[src/sv/assert_macros.svh]
// Assertion macros used by clns_ctrl.
// Needs nothing else; bodies are empty when SYNTHESIS is defined.
`ifndef ASSERT_MACROS_SVH
`define ASSERT_MACROS_SVH
`ifndef SYNTHESIS
`define CLNS_ASSERT(label, clk, rst, prop, msg) \
   label: assert property (@(posedge clk) disable iff (rst) (prop)) else $error(msg);
`define CLNS_NEVER(label, clk, rst, cond, msg) \
   label: assert property (@(posedge clk) disable iff (rst) !(cond)) else $error(msg);
`else
`define CLNS_ASSERT(label, clk, rst, prop, msg)
`define CLNS_NEVER(label, clk, rst, cond, msg)
`endif
`endif

[src/sv/clns_pkg.sv]
// Types, codes and the power-on table of the LCD nibble sequencer.
// Used by clns_ctrl, clns_dp and the top level; depends on nothing.
`timescale 1ns / 1ps
`default_nettype none

package clns_pkg;

   typedef enum logic [2:0] {
      OP_INIT   = 3'd0,
      OP_DATA   = 3'd1,
      OP_INSTR  = 3'd2,
      OP_LOCATE = 3'd3,
      OP_CLEAR  = 3'd4
   } op_type;

   typedef enum logic [1:0] {
      ST_IDLE,
      ST_INIT,
      ST_HIGH,
      ST_LOW
   } state_type;

   typedef enum logic [1:0] {
      SEL_INIT,
      SEL_HIGH,
      SEL_LOW
   } sel_type;

   localparam logic [3:0]  InitLast   = 4'd12;
   localparam logic [13:0] WaitLocate = 14'd35;
   localparam logic [13:0] WaitClear  = 14'd2000;
   localparam logic [7:0]  CmdLocate  = 8'h80;
   localparam logic [7:0]  CmdClear   = 8'h01;

   typedef struct packed {
      logic        rs;
      logic        strobe;
      logic [3:0]  nibble;
      logic [13:0] wait_us;
      logic        last;
   } transfer_type;

   typedef struct packed {
      logic       accept;
      logic       emit;
      sel_type    sel;
      logic [3:0] init_idx;
   } cmd_type;

   typedef struct packed {
      logic slot_free;
   } sts_type;

   // power-on run: settle, 3,3,3,2, then 0x28, 0x06, 0x0C, 0x01 as nibble pairs
   function automatic transfer_type init_entry(input logic [3:0] idx);
      transfer_type t;
      t = '{rs: 1'b0, strobe: 1'b1, nibble: 4'h0, wait_us: 14'd0, last: 1'b0};
      case (idx)
         4'd0: begin
            t.strobe  = 1'b0;
            t.wait_us = 14'd15000;
         end
         4'd1: begin
            t.nibble  = 4'h3;
            t.wait_us = 14'd4000;
         end
         4'd2, 4'd3: begin
            t.nibble  = 4'h3;
            t.wait_us = 14'd2000;
         end
         4'd4: begin
            t.nibble  = 4'h2;
            t.wait_us = 14'd1000;
         end
         4'd5:  t.nibble = 4'h2;
         4'd6: begin
            t.nibble  = 4'h8;
            t.wait_us = 14'd1000;
         end
         4'd7:  t.nibble = 4'h0;
         4'd8: begin
            t.nibble  = 4'h6;
            t.wait_us = 14'd1000;
         end
         4'd9:  t.nibble = 4'h0;
         4'd10: begin
            t.nibble  = 4'hC;
            t.wait_us = 14'd1000;
         end
         4'd11: t.nibble = 4'h0;
         4'd12: begin
            t.nibble  = 4'h1;
            t.wait_us = 14'd2000;
            t.last    = 1'b1;
         end
         default: t = '{rs: 1'b0, strobe: 1'b0, nibble: 4'h0, wait_us: 14'd0, last: 1'b0};
      endcase
      return t;
   endfunction

endpackage

`default_nettype wire

[src/sv/clns_dp.sv]
// Datapath: request holding registers, transfer builder and output register.
// Depends on clns_pkg; driven by commands from clns_ctrl.
`timescale 1ns / 1ps
`default_nettype none

module clns_dp (
   input  wire logic              clock,
   input  wire logic              reset,
   input  wire clns_pkg::cmd_type cmd,
   output clns_pkg::sts_type      sts,
   input  wire logic [2:0]        req_operation,
   input  wire logic [7:0]        req_byte_value,
   input  wire logic              req_row,
   input  wire logic [5:0]        req_col,
   output logic                   rsp_valid,
   input  wire logic              rsp_stall,
   output logic                   rsp_register_select,
   output logic                   rsp_strobe_res,
   output logic [3:0]             rsp_nibble,
   output logic [13:0]            rsp_wait_us,
   output logic                   rsp_last
);

   logic                   rs_ff, rs_in;
   logic [7:0]             byte_ff, byte_in;
   logic [13:0]            wait_ff, wait_in;
   logic                   valid_ff, valid_in;
   clns_pkg::transfer_type out_ff, out_in;
   clns_pkg::op_type       op;

   assign op            = clns_pkg::op_type'(req_operation);
   assign sts.slot_free = !valid_ff || !rsp_stall;

   always_comb begin
      rs_in   = rs_ff;
      byte_in = byte_ff;
      wait_in = wait_ff;
      if (cmd.accept) begin
         rs_in   = (op == clns_pkg::OP_DATA);
         byte_in = req_byte_value;
         wait_in = 14'd0;
         case (op)
            clns_pkg::OP_LOCATE: begin
               byte_in = clns_pkg::CmdLocate + {1'b0, req_row, 6'b0} + {2'b00, req_col};
               wait_in = clns_pkg::WaitLocate;
            end
            clns_pkg::OP_CLEAR: begin
               byte_in = clns_pkg::CmdClear;
               wait_in = clns_pkg::WaitClear;
            end
            default: ;
         endcase
      end
   end

   always_comb begin
      valid_in = valid_ff && rsp_stall;
      out_in   = out_ff;
      if (cmd.emit) begin
         valid_in = 1'b1;
         case (cmd.sel)
            clns_pkg::SEL_INIT: out_in = clns_pkg::init_entry(cmd.init_idx);
            clns_pkg::SEL_HIGH: out_in = '{rs: rs_ff, strobe: 1'b1, nibble: byte_ff[7:4],
                                           wait_us: 14'd0, last: 1'b0};
            clns_pkg::SEL_LOW:  out_in = '{rs: rs_ff, strobe: 1'b1, nibble: byte_ff[3:0],
                                           wait_us: wait_ff, last: 1'b1};
            default:            out_in = out_ff;
         endcase
      end
   end

   always_ff @(posedge clock) begin
      if (reset) begin
         valid_ff <= 1'b0;
      end else begin
         valid_ff <= valid_in;
      end
      rs_ff   <= rs_in;
      byte_ff <= byte_in;
      wait_ff <= wait_in;
      out_ff  <= out_in;
   end

   assign rsp_valid           = valid_ff;
   assign rsp_register_select = out_ff.rs;
   assign rsp_strobe_res      = out_ff.strobe;
   assign rsp_nibble          = out_ff.nibble;
   assign rsp_wait_us         = out_ff.wait_us;
   assign rsp_last            = out_ff.last;

endmodule

`default_nettype wire

[src/sv/clns_ctrl.sv]
// Controller: sequences the transfers of one request and paces the handshakes.
// Depends on clns_pkg and assert_macros.svh; commands clns_dp.
`timescale 1ns / 1ps
`default_nettype none
`include "assert_macros.svh"

module clns_ctrl (
   input  wire logic              clock,
   input  wire logic              reset,
   input  wire logic              req_valid,
   output logic                   req_stall,
   input  wire logic [2:0]        req_operation,
   input  wire clns_pkg::sts_type sts,
   output clns_pkg::cmd_type      cmd
);

   clns_pkg::state_type state_ff, state_in;
   logic [3:0]          step_ff, step_in;
   logic                ready;
   logic                last_emit;
   clns_pkg::op_type    op;

   assign op = clns_pkg::op_type'(req_operation);

   always_ff @(posedge clock) begin
      if (reset) begin
         state_ff <= clns_pkg::ST_IDLE;
         step_ff  <= 4'd0;
      end else begin
         state_ff <= state_in;
         step_ff  <= step_in;
      end
   end

   always_comb begin
      state_in     = state_ff;
      step_in      = step_ff;
      ready        = 1'b0;
      last_emit    = 1'b0;
      cmd.accept   = 1'b0;
      cmd.emit     = 1'b0;
      cmd.sel      = clns_pkg::SEL_INIT;
      cmd.init_idx = step_ff;
      case (state_ff)
         clns_pkg::ST_IDLE: ready = 1'b1;
         clns_pkg::ST_HIGH: begin
            if (sts.slot_free) begin
               cmd.emit = 1'b1;
               cmd.sel  = clns_pkg::SEL_HIGH;
               state_in = clns_pkg::ST_LOW;
            end
         end
         clns_pkg::ST_LOW: begin
            if (sts.slot_free) begin
               cmd.emit  = 1'b1;
               cmd.sel   = clns_pkg::SEL_LOW;
               last_emit = 1'b1;
               ready     = 1'b1;
               state_in  = clns_pkg::ST_IDLE;
            end
         end
         clns_pkg::ST_INIT: begin
            if (sts.slot_free) begin
               cmd.emit = 1'b1;
               if (step_ff == clns_pkg::InitLast) begin
                  last_emit = 1'b1;
                  ready     = 1'b1;
                  state_in  = clns_pkg::ST_IDLE;
               end else begin
                  step_in = step_ff + 4'd1;
               end
            end
         end
         default: state_in = clns_pkg::ST_IDLE;
      endcase
      // take the next request when idle or in the cycle the final transfer is emitted
      if (ready && req_valid) begin
         cmd.accept = 1'b1;
         if (op == clns_pkg::OP_INIT) begin
            state_in = clns_pkg::ST_INIT;
            step_in  = 4'd0;
         end else if (op inside {clns_pkg::OP_DATA, clns_pkg::OP_INSTR,
                                 clns_pkg::OP_LOCATE, clns_pkg::OP_CLEAR}) begin
            state_in = clns_pkg::ST_HIGH;
         end
      end
   end

   assign req_stall = !ready;

   `CLNS_ASSERT(a_emit_free, clock, reset, cmd.emit |-> sts.slot_free, "emit into busy slot")
   `CLNS_ASSERT(a_accept_end, clock, reset,
                (req_valid && !req_stall) |-> (state_ff == clns_pkg::ST_IDLE || last_emit),
                "accept mid-run")
   `CLNS_ASSERT(a_step_range, clock, reset,
                (state_ff == clns_pkg::ST_INIT) |-> (step_ff <= clns_pkg::InitLast),
                "init step out of range")
   `CLNS_ASSERT(a_high_low, clock, reset,
                (state_ff == clns_pkg::ST_HIGH && cmd.emit) |=> (state_ff == clns_pkg::ST_LOW),
                "high nibble not followed by low")

endmodule

`default_nettype wire

[src/sv/char_lcd_nibble_sequencer_core.sv]
// Turns LCD requests (init, data, instruction, locate, clear) into nibble
// transfers for a 4-bit character LCD bus: one transfer per cycle out of a single
// output register while rsp_stall does not hold it, so data, instruction, locate
// and clear give 2 transfers, init gives 13, and codes 5 to 7 are dropped. A new
// request is taken in the cycle the previous request's final transfer is loaded.
`timescale 1ns / 1ps
`default_nettype none

module char_lcd_nibble_sequencer_core (
   input  wire logic        clock,
   input  wire logic        reset,
   input  wire logic        req_valid,
   output logic             req_stall,
   input  wire logic [2:0]  req_operation,
   input  wire logic [7:0]  req_byte_value,
   input  wire logic        req_row,
   input  wire logic [5:0]  req_col,
   output logic             rsp_valid,
   input  wire logic        rsp_stall,
   output logic             rsp_register_select,
   output logic             rsp_strobe_res,
   output logic [3:0]       rsp_nibble,
   output logic [13:0]      rsp_wait_us,
   output logic             rsp_last
);

   clns_pkg::cmd_type cmd;
   clns_pkg::sts_type sts;

   clns_ctrl u_ctrl (
      .clock         (clock),
      .reset         (reset),
      .req_valid     (req_valid),
      .req_stall     (req_stall),
      .req_operation (req_operation),
      .sts           (sts),
      .cmd           (cmd)
   );

   clns_dp u_dp (
      .clock               (clock),
      .reset               (reset),
      .cmd                 (cmd),
      .sts                 (sts),
      .req_operation       (req_operation),
      .req_byte_value      (req_byte_value),
      .req_row             (req_row),
      .req_col             (req_col),
      .rsp_valid           (rsp_valid),
      .rsp_stall           (rsp_stall),
      .rsp_register_select (rsp_register_select),
      .rsp_strobe_res      (rsp_strobe_res),
      .rsp_nibble          (rsp_nibble),
      .rsp_wait_us         (rsp_wait_us),
      .rsp_last            (rsp_last)
   );

endmodule

`default_nettype wire
[config.mk]
export PLATFORM = sky130hd
export DESIGN_NAME = char_lcd_nibble_sequencer_core
export DESIGN_NICKNAME = d
export VERILOG_FILES = /design/src/sv/clns_pkg.sv /design/src/sv/clns_dp.sv /design/src/sv/clns_ctrl.sv /design/src/sv/char_lcd_nibble_sequencer_core.sv
export VERILOG_INCLUDE_DIRS = /design/src /design/src/sv
export SDC_FILE = /design/constraint.sdc
export NUM_CORES = 1
export LEC_CHECK = 0
export ABC_AREA = 1
export BUFFER_PORTS_ARGS = -buffer_cell sky130_fd_sc_hd__buf_2
export CORE_MARGIN = 3
export CORE_UTILIZATION = 53
export CTS_CLUSTER_SIZE = 30
export DETAILED_ROUTE_END_ITERATION = 12
export GPL_TIMING_DRIVEN = 0
export PLACE_DENSITY = 0.76
export SLEW_MARGIN = 25
export SYNTH_ARGS = -nofsm -noshare
export SYNTH_HDL_FRONTEND = slang
export SYNTH_SLANG_ARGS = --single-unit
[constraint.sdc]
create_clock -name clock -period 3.4 [get_ports clock]
set_input_delay 0.85 -clock clock [delete_from_list [all_inputs] [get_ports clock]]
set_output_delay 0.85 -clock clock [all_outputs]
set_load 0.01 [all_outputs]
==> impl_results.md <==
* Post-DRT Antenna Nets at 0
* Critical path class: in2reg
* Arrival @ worst endpoint at 2.59 ns
* Cell area after synthesis at 0.00183 mm2
* Period utilization at 73.7%
* Setup Skew at 0.00806 ns
* Critical Path Start: rsp_stall
* GRT Resource Usage Total at 15.9%
* Routability Congestion at 0.812
* Max Cap Viol at 0
* Unrepaired setup endpoints after global routing: no
* Pre-antenna DRT Iters at 4
* Layout area overhead at 18.4%
* CTS resizes at 0
* Peak supply drop at 0.230 mV
* Hold WC Path Type: reg2reg
* Startpoint types: input port
* Hold Vio Cnt, Final at 0
* DRT Wirelength at 3020 um
* Ys Warns at 0
* Die area at 0.00419 mm2
* Gate Count Post-Synth at 188
* Worst path required time at 3.48 ns
* CTS max path bufs at 2
* Commonest non-fill, non-tap cell in the layout: buf_2
* Yosys reg bits at 35
* Max stage delay on crit path at 0.30 ns
* Fmax at 399 MHz
* Slew HR at 59.9%
* CP max-delay cell: nor3_1
* Sw frac at 29.3%
* Commonest non-fill, non-tap cells in the layout: 43 x buf_2, 31 x nand2_1, 28 x edfxtp_1, 23 x nor2_1, 20 x inv_1
* Die width at 64.7 um
* Inserted Diodes at 0
* Comb pwr share at 23.7%
* Global route overflow at 0
* Post-Layout Cell Count at 284
* Final TNS setup at 0 ns
* Reg clk slew, reported paths at 0.10 ns
* Net Sw Power at 296 uW
* Postcts setup bufs at 0
* DRT iter0 DRCs at 28
* DR vias at 1,393
* Root buffer cell: clkbuf_4
* DP HPWL at 2420 um
* NumNets Final at 268
* Clock share of power at 20.8%
* Avg Synthesized Cell Area at 9.72 um2
* CP Max Fanout at 9
* Initial core utilization at 57.5%
* Clk_lat worst skew at 0.33 ns
* CTS tree: yes
* Period minus WS final at 2.51 ns
* Htree depth at 2
* Most common cell on crit path: inv_1
* DR vias/cell at 4.90
* Io pins at 45
* Vias in the first global route at 1,230
* Status: finished, final reports clean
* Total CTS buffers at 5
* Seq/Total Area, Yosys at 53.7%
* WL/cell at 10.6 um
* Worst hold path startpoint: u_dp.byte_ff[1]
* Slew Limit Fails at 0
* Largest net degree at the start of global routing at 12
* Layout cells sized above 1 at 32.1%
* Post-Syn Nets at 217
* Core region area at 0.00318 mm2
* Initial antenna violation count at 0
* Sink Count at 35
* R2R Path Start: u_dp.rsp_valid
* P_leak at 0.00101 uW
* Final setup fails at 0
* Netlist cell types at 28
* Worst Path Buf+Inv at 5
* Ordered list of cells on the worst path: buf_2 > nand2_1 > inv_1 > nor3_1 > inv_1 > ha_1 > buf_4 > inv_1 > a21oi_1 > a21oi_2 > nand3_1
* Worst-Margin Slew at 0.599 ns
* First-pass GRT wire length at 5050 um
* Top delay family on crit path: buffers and inverters
* Cell Rows at 20
* DRC viols at 0
* Port Buffers at 43
* Internal Power at 713 uW
* Sequential power share at 55.4%
* DP Cell Count at 276
* Hold Buf Count CTS at 0
* Die height at 64.7 um
* Power per cell area at 466 mW/mm2
* CP endpoint kind: flip-flop
==> power by group through the flow <==
stage | clock [uW] | sequential (uW) | combinational [uW]
finish | 210 | 559 | 239
floorplan | 0 | 589 | 140
CTS | 215 | 560 | 242
detailed placement | 0 | 570 | 242
global placement | 0 | 570 | 234
global route | 238 | 565 | 271
==> Yosys cell counts (all sizes together) <==
library cell / number / area share (%)
nor2: 28 / 7.0
a21oi: 10 / 3.1
a22o: 6 / 2.9
edfxtp: 28 / 46
conb: 1 / 0.21
o21bai: 1 / 0.62
o21ai: 8 / 2.6
xor2: 1 / 0.48
nand3b: 1 / 0.41
nand2: 34 / 7.9
and3: 1 / 0.34
nand4: 3 / 1.8
inv: 24 / 4.9
dfxtp: 7 / 7.7
ha: 7 / 4.8
nor3: 4 / 1.1
nand3: 18 / 5.6
buf: 6 / 2.5
==> cell type report <==
class	instances	area, um2
tap	44	55.1
multi-input combinational	123	717
clock inverter	2	12.5
clock buffer	6	41.3
inverter	24	90.1
sequential	35	981
timing repair buffer	44	223
buffer	6	45.0
fill	273	1010
==> through the flow <==
stage	cell area [um2]	setup WS (ns)	utilization (%)	total power [uW]	hold slack [ns]
3_5_place_dp	2110	0.530	66.4	811	0.524
3_3_place_gp	2100	-0.129	66.0	804	0.528
4_1_cts	2160	0.890	68.1	1020	0.547
5_1_grt	2160	0.681	68.1	1070	0.566
2_1_floorplan	1830	0.412	-	729	0.501
6_report	2160	0.894	68.1	1010	0.547
==> state kept, by name, indices dropped and copies added (netlist names) <==
signal                    cells
u_dp.rsp_register_select      1
u_dp.rs_ff                    1
u_dp.rsp_last                 1
u_dp.rsp_strobe_res           1
u_ctrl.state_ff               2
u_dp.rsp_wait_us             10
u_dp.rsp_nibble               4
u_dp.rsp_valid                1
u_dp.byte_ff                  8
u_ctrl.step_ff                4
u_dp.wait_ff                  2
==> layer usage <==
layer | global-route usage, % | part of all wire, % | wire (um) | vias up
met5 | 0 | 0 | 0 | -
met4 | 6.33 | 0.76 | 23 | 0
met3 | 4.68 | 6.8 | 206 | 3
met2 | 27.2 | 49 | 1480 | 47
met1 | 18.6 | 43 | 1310 | 614
li1 | - | - | - | 729
==> worst paths after layout <==
path | to | slack [ns] | depth (start not counted)
worst max-delay path | u_dp.rsp_wait_us[9] | 0.89 | 11
worst min-delay path | u_dp.rsp_nibble[1] | 0.55 | 2
worst max register to register | u_dp.rsp_wait_us[9] | 1.16 | 10
worst min register to register | u_dp.rsp_nibble[1] | 0.55 | 2
==> cells by family after synthesis <==
group	after synthesis	share of synthesized area [%]
DFF	35	53.7
other	1	0.205
adders and majority gates	7	4.79
and+or+nand+nor	89	24.2
buffers and inverters	30	7.39
AOI/OAI and AO/OA	25	9.24
xor gates and xnor gates	1	0.479
==> worst min-delay path: cells and delay by family (launching register included) <==
family           cells  cell delay, ns
AND/OR/NAND/NOR      2            0.11
flip-flops           1            0.33
Power figures use the tool's default switching activity.
